## src/design/tcw_pkg.sv

```systemverilog
package tcw_pkg;

  localparam int DEF_COLUMNS = 80;
  localparam int DEF_ROWS = 25;
  localparam int DEF_QUEUE_DEPTH = 2;

  localparam int CHAR_W = 8;
  localparam int ATTR_W = 8;
  localparam int CELL_W = 16;
  localparam int ADDR_W = 11;
  localparam int POS_W = 11;
  localparam int ROW_OUT_W = 5;
  localparam int COL_OUT_W = 7;

  localparam logic [CHAR_W-1:0] CODE_NEWLINE = 8'd10;
  localparam logic [CHAR_W-1:0] CODE_TAB = 8'd9;
  localparam logic [CHAR_W-1:0] CODE_BACKSPACE = 8'd8;
  localparam logic [CHAR_W-1:0] CODE_SPACE = 8'd32;
  localparam logic [CHAR_W-1:0] CODE_NUL = 8'd0;

  localparam logic [3:0] FG_WHITE = 4'd15;
  localparam logic [3:0] BG_BLACK = 4'd0;
  localparam logic [ATTR_W-1:0] RESET_ATTR = {BG_BLACK, FG_WHITE};
  localparam logic [CELL_W-1:0] CELL_RESET = {RESET_ATTR, CODE_SPACE};

  typedef enum logic [2:0] {
    OP_PUT,
    OP_NEWLINE,
    OP_TAB,
    OP_BACKSPACE,
    OP_READ
  } op_t;

  typedef struct packed {
    op_t               op;
    logic [CHAR_W-1:0] char_code;
    logic [ADDR_W-1:0] cell_address;
  } cmd_t;

  typedef struct packed {
    logic [CELL_W-1:0]    cell_data;
    logic [POS_W-1:0]     cursor_position;
    logic [ROW_OUT_W-1:0] cursor_row;
    logic [COL_OUT_W-1:0] cursor_column;
  } res_t;

endpackage

```

## src/design/tcw_fifo.sv

```systemverilog
module tcw_fifo import tcw_pkg::*; #(
  parameter int WIDTH = CELL_W,
  parameter int DEPTH = DEF_QUEUE_DEPTH
) (
  input  logic             clk,
  input  logic             rst_n,
  input  logic             push,
  input  logic [WIDTH-1:0] wr_data,
  output logic             full,
  input  logic             pop,
  output logic [WIDTH-1:0] rd_data,
  output logic             empty
);

  localparam int AW = (DEPTH > 1) ? $clog2(DEPTH) : 1;
  localparam int CNTW = $clog2(DEPTH + 1);

  logic [WIDTH-1:0] store_r [DEPTH];
  logic [AW-1:0]    wp_r;
  logic [AW-1:0]    rp_r;
  logic [CNTW-1:0]  count_r;
  logic             do_push;
  logic             do_pop;

  function automatic logic [AW-1:0] ptr_next(input logic [AW-1:0] p);
    logic [AW-1:0] n;
    if (p == AW'(DEPTH - 1)) begin
      n = '0;
    end else begin
      n = p + 1'b1;
    end
    return n;
  endfunction

  assign full = (count_r == CNTW'(DEPTH));
  assign empty = (count_r == '0);
  assign do_push = push && !full;
  assign do_pop = pop && !empty;
  assign rd_data = store_r[rp_r];

  always_ff @(posedge clk) begin
    if (do_push) begin
      store_r[wp_r] <= wr_data;
    end
  end

  always_ff @(posedge clk) begin
    if (!rst_n) begin
      wp_r <= '0;
      rp_r <= '0;
      count_r <= '0;
    end else begin
      if (do_push) begin
        wp_r <= ptr_next(wp_r);
      end
      if (do_pop) begin
        rp_r <= ptr_next(rp_r);
      end
      if (do_push && !do_pop) begin
        count_r <= count_r + 1'b1;
      end else if (do_pop && !do_push) begin
        count_r <= count_r - 1'b1;
      end
    end
  end

endmodule

```

## config.mk

```make
export PLATFORM = sky130hd
export DESIGN_NAME = tcw_fifo
export DESIGN_NICKNAME = d
export VERILOG_FILES = /design/src/design/tcw_pkg.sv /design/src/design/tcw_fifo.sv
export SDC_FILE = /design/constraint.sdc
export NUM_CORES = 1
export LEC_CHECK = 0
export BUFFER_PORTS_ARGS = -buffer_cell sky130_fd_sc_hd__buf_2
export CAP_MARGIN = 20
export CORE_AREA = 2 2 43 84
export CTS_CLUSTER_DIAMETER = 60
export DETAILED_ROUTE_END_ITERATION = 8
export DIE_AREA = 0 0 45 86
export GPL_ROUTABILITY_DRIVEN = 0
export PLACE_DENSITY = 0.74
export SLEW_MARGIN = 15
export SYNTH_ARGS = -nofsm -noshare
export SYNTH_HDL_FRONTEND = slang
export SYNTH_SLANG_ARGS = --single-unit
export TNS_END_PERCENT = 100
```

## constraint.sdc

```tcl
create_clock -name clk -period 2.7 [get_ports clk]
set_input_delay 0.27 -clock clk [delete_from_list [all_inputs] [get_ports clk]]
set_output_delay 0.27 -clock clk [all_outputs]
set_load 0.05 [all_outputs]
```

==> impl_metrics.yaml <==
synthesis:
  synthTopCellsByArea: "edfxtp_1, mux2_2, dfxtp_1"
  synth-edff-count: 32
  synth_top_cell_by_area: "edfxtp_1"
  synth_area_um2: 1388
  syn_nets: 96
  synthCells: 75
  avgSynthCellArea_um2: 18.50
  ys_ff_latch: 37
  synth_top_area_share: 0.6925
  synthFlopType: "edfxtp_1"
  synth.distinct_cells: 21
  synth_seq_area_share: 0.7647
  synth.most_common_cell: "edfxtp_1"
  yosys_warnings: 0
  synthArstFlopShare: 0
  synthTopCellsByCount: "edfxtp_1, mux2_2, dfxtp_1"
setup_path:
  crit_type: "reg -> out"
  required_ps: 2430
  path_max_fanout: 16
  crit_path_start_kind: "register"
  end_kind: "primary output"
  cp.arrival_ps: 1690
finish:
  syn2layout_area_growth_pct: 24.17
  final-seq-area_um2: 1061
  multi_input_area_um2: 306.5
  final_nets: 139
  fillCellCount: 281
  drive_gt1_frac: 0.5294
  diodes: 0
floorplanning:
  die_area_um2: 3870
  die_h_um: 86
  ioPinCount: 38
  die_w_um: 45
  row_count: 29
  start_util: 0.4346
  coreArea_um2: 3193
clocking:
  worstSkewPairLatency_ps: 280
  post_cts_buffers: 0
  tritoncts: "built"
  clock_path_buffers: 2
  clkTransAtPathRegs_ps: 70
  cts_buffers: 5
  cts_root_buffer: "clkbuf_8"
  clock-sinks: 37
  post_cts_resized: 0
  cts_htree_levels: 2
  holdBufCountCts: 0
timing:
  period_needed_ps: 1964
  finalCritPeriodShare: 0.7275
  grt_setup_unrepaired: "false"
  setup_tns_ps: 0
  finClkSkew_ps: 5.695
  final-hold-violation-count: 0
  setup_ws_ps: 735.8
  setup_viol: 0
  clock.fmax_ghz: 0.5091
  slew_headroom: 0.5195
  slew_viol_final: 0
  tightest_slew_ps: 720.8
job:
  drv_cap: 0
route:
  drtIter0Drc: 9
  routedWlPerCell_um: 14.07
  detail-route-antenna-nets: 0
  num_vias: 746
  drc: 0
  wirelength_mm: 2.110
  firstDrtPassIters: 4
  routed_via_density: 4.973
global_routing:
  track_usage: 0.1264
  grt_pass1_wl_mm: 3.339
  grt_max_degree: 17
  grt_pass1_vias: 775
  grt.overflow.total: 0
  antenna_found_initial: 0
hold_path:
  min-delay-path-class: "in -> reg"
status:
  status: "finished clean"
pwr:
  power_density_nw_per_um2: 1139
  peakVddDrop_v: 0.0006418
  power.leakage_nw: 0.6689
placement:
  io_buffers: 37
  pre_cts_ws_ps: 1014
  dp_hpwl_mm: 1.538
==> stage by stage <==
stage	cell area, um2	instances	power (mW)	hold WS (ps)	utilization
global placement	1607	142	1.487	459.9	0.5031
CTS	1723	150	1.984	161.3	0.5396
global route	1723	150	2.054	158.3	0.5396
detailed placement	1607	142	1.502	461.7	0.5031
floorplan	1388	75	1.359	368.9	-
finish	1723	150	1.962	171.7	0.5396
==> metal layers <==
| layer | wire length, um | vias to the layer above | global-route usage |
|---|---|---|---|
| met1 | 758 | 349 | 0.1163 |
| met4 | 63 | 0 | 0.08021 |
| met2 | 1130 | 24 | 0.2143 |
| met5 | 0 | - | 0 |
| met3 | 157 | 7 | 0.05263 |
| li1 | - | 366 | - |
==> registers in the layout, indices dropped and copies added (netlist names), named ones only <==
register / flops
wp_r: 1
store_r: 32
rp_r: 1
count_r: 2
==> worst max-delay path: stages (launching register included) <==
cell and delay [ps]:
dfxtp_1 780, mux2_2 420, buf_2 210
==> cell type report <==
class / count / area share
timing repair buffer: 38 / 0.1118
clock buffer: 7 / 0.05011
multi-input combinational: 34 / 0.1779
clock inverter: 1 / 0.01743
sequential: 37 / 0.6158
inverter: 2 / 0.004357
tap: 31 / 0.02251
==> where the power goes <==
group / internal, mW / switching [mW]
registers: 0.724 / 0.0649
logic: 0.215 / 0.478
clock network: 0.301 / 0.179
total: 1.24 / 0.721
==> kinds of logic after synthesis <==
family	count (synthesis)	synth area share
flip-flops	37	0.7647
multiplexers	16	0.1298
AND/OR/NAND/NOR	9	0.03969
AO/OA/AOI/OAI	5	0.02344
buffers and inverters	4	0.01442
XOR/XNOR	3	0.01894
adder cells (fa/ha/maj)	1	0.009016
==> layout by cell type, fill, tap and decap left out, drive strengths merged, types with 2 or more instances in the layout <==
master,count
buf,38
edfxtp,32
mux2,16
clkbuf,7
dfxtp,5
and2,3
nor2,2
xnor2,2
inv,2
o21ai,2
a21boi,2
==> path summary, 6_finish.rpt <==
kind | from | end | slack (ps) | cells after the start
setup reg to reg | count_r[0] | store_r[1][13] | 1080 | 2
hold / removal | wr_data[8] | store_r[0][8] | 170 | 1
hold reg to reg | count_r[1] | count_r[1] | 550 | 2
setup / recovery | register | rd_data[4] | 740 | 2
No activity file was read; power rests on OpenSTA's default activity.
