**src/design/tcw_pkg.sv**
```systemverilog
package tcw_pkg;

  localparam int DEF_COLUMNS = 80;
  localparam int DEF_ROWS = 25;
  localparam int DEF_QUEUE_DEPTH = 2;

  localparam int CHAR_W = 8;
  localparam int ATTR_W = 8;
  localparam int CELL_W = 16;
  localparam int ADDR_W = 11;
  localparam int POS_W = 11;
  localparam int ROW_OUT_W = 5;
  localparam int COL_OUT_W = 7;

  localparam logic [CHAR_W-1:0] CODE_NEWLINE = 8'd10;
  localparam logic [CHAR_W-1:0] CODE_TAB = 8'd9;
  localparam logic [CHAR_W-1:0] CODE_BACKSPACE = 8'd8;
  localparam logic [CHAR_W-1:0] CODE_SPACE = 8'd32;
  localparam logic [CHAR_W-1:0] CODE_NUL = 8'd0;

  localparam logic [3:0] FG_WHITE = 4'd15;
  localparam logic [3:0] BG_BLACK = 4'd0;
  localparam logic [ATTR_W-1:0] RESET_ATTR = {BG_BLACK, FG_WHITE};
  localparam logic [CELL_W-1:0] CELL_RESET = {RESET_ATTR, CODE_SPACE};

  typedef enum logic [2:0] {
    OP_PUT,
    OP_NEWLINE,
    OP_TAB,
    OP_BACKSPACE,
    OP_READ
  } op_t;

  typedef struct packed {
    op_t               op;
    logic [CHAR_W-1:0] char_code;
    logic [ADDR_W-1:0] cell_address;
  } cmd_t;

  typedef struct packed {
    logic [CELL_W-1:0]    cell_data;
    logic [POS_W-1:0]     cursor_position;
    logic [ROW_OUT_W-1:0] cursor_row;
    logic [COL_OUT_W-1:0] cursor_column;
  } res_t;

endpackage

```
**src/design/tcw_fifo.sv**
```systemverilog
module tcw_fifo import tcw_pkg::*; #(
  parameter int WIDTH = CELL_W,
  parameter int DEPTH = DEF_QUEUE_DEPTH
) (
  input  logic             clk,
  input  logic             rst_n,
  input  logic             push,
  input  logic [WIDTH-1:0] wr_data,
  output logic             full,
  input  logic             pop,
  output logic [WIDTH-1:0] rd_data,
  output logic             empty
);

  localparam int AW = (DEPTH > 1) ? $clog2(DEPTH) : 1;
  localparam int CNTW = $clog2(DEPTH + 1);

  logic [WIDTH-1:0] store_r [DEPTH];
  logic [AW-1:0]    wp_r;
  logic [AW-1:0]    rp_r;
  logic [CNTW-1:0]  count_r;
  logic             do_push;
  logic             do_pop;

  function automatic logic [AW-1:0] ptr_next(input logic [AW-1:0] p);
    logic [AW-1:0] n;
    if (p == AW'(DEPTH - 1)) begin
      n = '0;
    end else begin
      n = p + 1'b1;
    end
    return n;
  endfunction

  assign full = (count_r == CNTW'(DEPTH));
  assign empty = (count_r == '0);
  assign do_push = push && !full;
  assign do_pop = pop && !empty;
  assign rd_data = store_r[rp_r];

  always_ff @(posedge clk) begin
    if (do_push) begin
      store_r[wp_r] <= wr_data;
    end
  end

  always_ff @(posedge clk) begin
    if (!rst_n) begin
      wp_r <= '0;
      rp_r <= '0;
      count_r <= '0;
    end else begin
      if (do_push) begin
        wp_r <= ptr_next(wp_r);
      end
      if (do_pop) begin
        rp_r <= ptr_next(rp_r);
      end
      if (do_push && !do_pop) begin
        count_r <= count_r + 1'b1;
      end else if (do_pop && !do_push) begin
        count_r <= count_r - 1'b1;
      end
    end
  end

endmodule

```
**src/design/tcw_front.sv**
```systemverilog
module tcw_front import tcw_pkg::*; #(
  parameter int QDEPTH = DEF_QUEUE_DEPTH
) (
  input  logic              clk,
  input  logic              rst_n,
  input  logic              in_push,
  input  logic              in_kind,
  input  logic [CHAR_W-1:0] in_char_code,
  input  logic [ADDR_W-1:0] in_cell_address,
  output logic              in_full,
  output cmd_t              cmd,
  output logic              cmd_empty,
  input  logic              cmd_pop
);

  cmd_t                 cmd_in;
  logic [$bits(cmd_t)-1:0] cmd_bits;

  always_comb begin
    cmd_in.char_code = in_char_code;
    cmd_in.cell_address = in_cell_address;
    if (in_kind) begin
      cmd_in.op = OP_READ;
    end else begin
      case (in_char_code)
        CODE_NEWLINE:   cmd_in.op = OP_NEWLINE;
        CODE_TAB:       cmd_in.op = OP_TAB;
        CODE_BACKSPACE: cmd_in.op = OP_BACKSPACE;
        default:        cmd_in.op = OP_PUT;
      endcase
    end
  end

  tcw_fifo #(
    .WIDTH($bits(cmd_t)),
    .DEPTH(QDEPTH)
  ) u_cmd_q (
    .clk    (clk),
    .rst_n  (rst_n),
    .push   (in_push),
    .wr_data(cmd_in),
    .full   (in_full),
    .pop    (cmd_pop),
    .rd_data(cmd_bits),
    .empty  (cmd_empty)
  );

  assign cmd = cmd_t'(cmd_bits);

endmodule

```
**config.mk**
```make
export PLATFORM = sky130hd
export DESIGN_NAME = tcw_front
export DESIGN_NICKNAME = d
export VERILOG_FILES = /design/src/design/tcw_pkg.sv /design/src/design/tcw_fifo.sv /design/src/design/tcw_front.sv
export SDC_FILE = /design/constraint.sdc
export NUM_CORES = 1
export LEC_CHECK = 0
export ABC_AREA = 1
export BUFFER_PORTS_ARGS = -buffer_cell sky130_fd_sc_hd__buf_2
export CORE_MARGIN = 4
export CORE_UTILIZATION = 45
export DETAILED_ROUTE_END_ITERATION = 8
export MAX_ROUTING_LAYER = met4
export PLACE_DENSITY = 0.7
export RECOVER_POWER = 25
export SETUP_SLACK_MARGIN = 0.5
export SYNTH_ARGS = -nofsm -noshare
export SYNTH_HDL_FRONTEND = slang
export SYNTH_SLANG_ARGS = --single-unit
```
**constraint.sdc**
```tcl
create_clock -name clk -period 3.8 [get_ports clk]
set_clock_uncertainty 0.05 [all_clocks]
set_input_delay 0.19 -clock clk [delete_from_list [all_inputs] [get_ports clk]]
set_output_delay 0.19 -clock clk [all_outputs]
set_load 0.05 [all_outputs]
```
==> results.yml <==
status:
  status: "finished clean"
timing:
  rsz0062_at_grt: "false"
  drv_slew: 0
  tightest_slew_ns: 1.14
  period_minus_slack_ns: 2.13
  fin_tns_setup_ns: 0
  maxSlewHeadroom_pct: 23.7
  setup_viol: 0
  fin_crit_sh_pct: 56.1
  worst_slack_ns: 1.67
  hold_viol_final: 0
  max_freq_ghz: 0.469
clocking:
  htree_levels: 2
  cts.repair.resized: 0
  path_clk_slew_ns: 0.07
  cts_buffers: 5
  tritoncts: "yes"
  clk_latency_ns: 0.29
  cts_setup_buffers: 0
  cts_sinks: 49
  cts_root_buffer: "clkbuf_8"
  cts_hold_buf: 0
  clk_path_buf_depth: 2
floorplanning:
  die_h_um: 72.5
  die_w_um: 72.5
  num_rows: 23
  core-area_um2: 4000
  ios: 48
  initial_utilization_pct: 46.8
  die_area_um2: 5260
critical_path:
  endpoint_kind: "output pin"
  required_ns: 3.56
  crit_type: "reg2out"
  cpPeakStageDelay_ns: 0.96
  cp_max_fo: 22
  cp_num_buf_inv: 1
  crit_arrival_ns: 1.89
  r2r_setup_slack_ns: 1.94
  cp_slowest_cell: "dfxtp_1"
  cp_top_family: "flip-flops"
  path_cells: "mux2_2 -> buf_2"
  crit_path_start_kind: "register"
logic_synthesis:
  synth_edf_count: 44
  ys_ff_latch: 49
  syn_area_per_cell_um2: 16.4
  synth_fp_nets: 139
  synth_common_cells: "44 x edfxtp_1, 22 x mux2_2, 12 x nor2_1"
  synth_area_leaders: "edfxtp_1 71%, mux2_2 13%, dfxtp_1 5.3%"
  synth_area_um2: 1870
  ys.flop_type: "edfxtp_1"
  yosys.area.top_type: "edfxtp_1"
  seq_area_frac_synth_pct: 75.9
  yosysWarnings: 0
  syn_inst: 114
  synth_top_area_share_pct: 70.5
  synthArstFlopShare_pct: 0
  netlist-cell-type-count: 16
  yosysMostFrequentCell: "edfxtp_1"
hold_path:
  hold_class: "in2reg"
global_route:
  grt_pass1_vias: 1144
  grt_antenna_before_repair: 0
  grt_first_pass_wirelength_mm: 4.86
  grt_remaining_overflow: 0
  grt_max_degree: 23
  grt_usage_pct: 12.9
drt:
  num_vias: 1042
  drtIter0Drc: 32
  wl_per_cell_um: 14.1
  wl_mm: 3.03
  drc_errors: 0
  firstDrtPassIters: 4
  via_per_inst: 4.85
  ant_nets: 0
finish:
  num_antenna_cells: 0
  multi_input_area_um2: 393
  nFillCells: 350
  regArea_um2: 1420
  syn2layout_area_growth_pct: 18.2
  drive_above_1_share_pct: 41.8
  nNetsFinal: 191
placement:
  dp_slack_ns: 1.92
  gp_congestion: 0.690
  io_buffers: 47
  hpwl_mm: 2.17
pwr:
  ir_drop_v: 0.000400
  power.leakage_nw: 0.836
  power.density_nw_per_um2: 714
job:
  cap_viol_max_count: 0
cells in the final DEF, fill, tap and decap left out:
| cell type | n |
|---|---|
| dfxtp_1 | 5 |
| clkbuf_1 | 10 |
| inv_1 | 10 |
| o21ai_0 | 2 |
| nor3_1 | 2 |
| a21oi_1 | 1 |
| buf_2 | 36 |
| buf_1 | 1 |
| nand4_1 | 1 |
| nor2_2 | 3 |
| ha_1 | 1 |
| clkinv_2 | 1 |
| mux2_2 | 22 |
| clkbuf_8 | 5 |
| nand3_1 | 2 |
| nand2_1 | 7 |
| edfxtp_1 | 44 |
| o21ai_2 | 1 |
| inv_2 | 1 |
| nor2_1 | 10 |
worst reg2reg max path: cells and delay by family, from the launching register on:
kind               cells  cell delay (ns)
AOI/OAI and AO/OA      1             0.13
DFF                    1             0.43
and+or+nand+nor        1             0.87
worst paths after layout:
check / start / to / cells past startpoint
setup / recovery: register / cmd[14] / 2
hold / removal: in_cell_address[10] / u_cmd_q.store_r[0][10] / 1
setup reg to reg: u_cmd_q.count_r[0] / u_cmd_q.store_r[0][9] / 2
hold reg to reg: u_cmd_q.rp_r / u_cmd_q.rp_r / 2
sequential cells by signal, summed over array words and instances, names as in the netlist, named ones only:
name,cells
u_cmd_q.wp_r,1
u_cmd_q.count_r,2
u_cmd_q.rp_r,1
u_cmd_q.store_r,44
per-layer routing:
metal	vias up	GRT usage [%]	share of wire, %
met3	2	4.85	8.5
met4	0	3.07	1.1
li1	510	-	-
met2	38	22.9	53
met5	-	-	0
met1	492	13.5	37
power breakdown:
| part | internal, mW | switching [mW] | leakage, nW |
|---|---|---|---|
| registers | 0.684 | 0.0519 | 0.453 |
| logic | 0.157 | 0.423 | 0.343 |
| clock network | 0.121 | 0.143 | 0.0399 |
| total | 0.962 | 0.618 | 0.836 |
final cells by class:
type / count / share of cell area, %
Clock buffer: 5 / 3.11
Multi-Input combinational cell: 52 / 17.8
Clock inverter: 1 / 0.226
Timing Repair Buffer: 47 / 10.0
Inverter: 11 / 1.87
Sequential cell: 49 / 64.2
Tap cell: 50 / 2.83
cell families after synthesis:
family / count (synthesis) / synth area share [%]
AO/OA/AOI/OAI: 4 / 1.27
adder cells (fa/ha/maj): 1 / 0.668
buffers and inverters: 13 / 3.41
flip-flops: 49 / 75.9
multiplexers: 22 / 13.2
AND/OR/NAND/NOR: 25 / 5.54
per-stage QoR:
stage	instances	cell area (um2)	hold slack [ns]	util (%)	power, mW
floorplan	114	1870	0.239	-	1.21
global placement	209	2150	0.330	53.8	1.32
detailed placement	209	2150	0.333	53.8	1.34
CTS	215	2230	0.0257	55.7	1.60
global route	215	2210	0.0182	55.3	1.67
finish	215	2210	0.0331	55.3	1.58
Note: power is estimated with default switching activity, not from simulation.
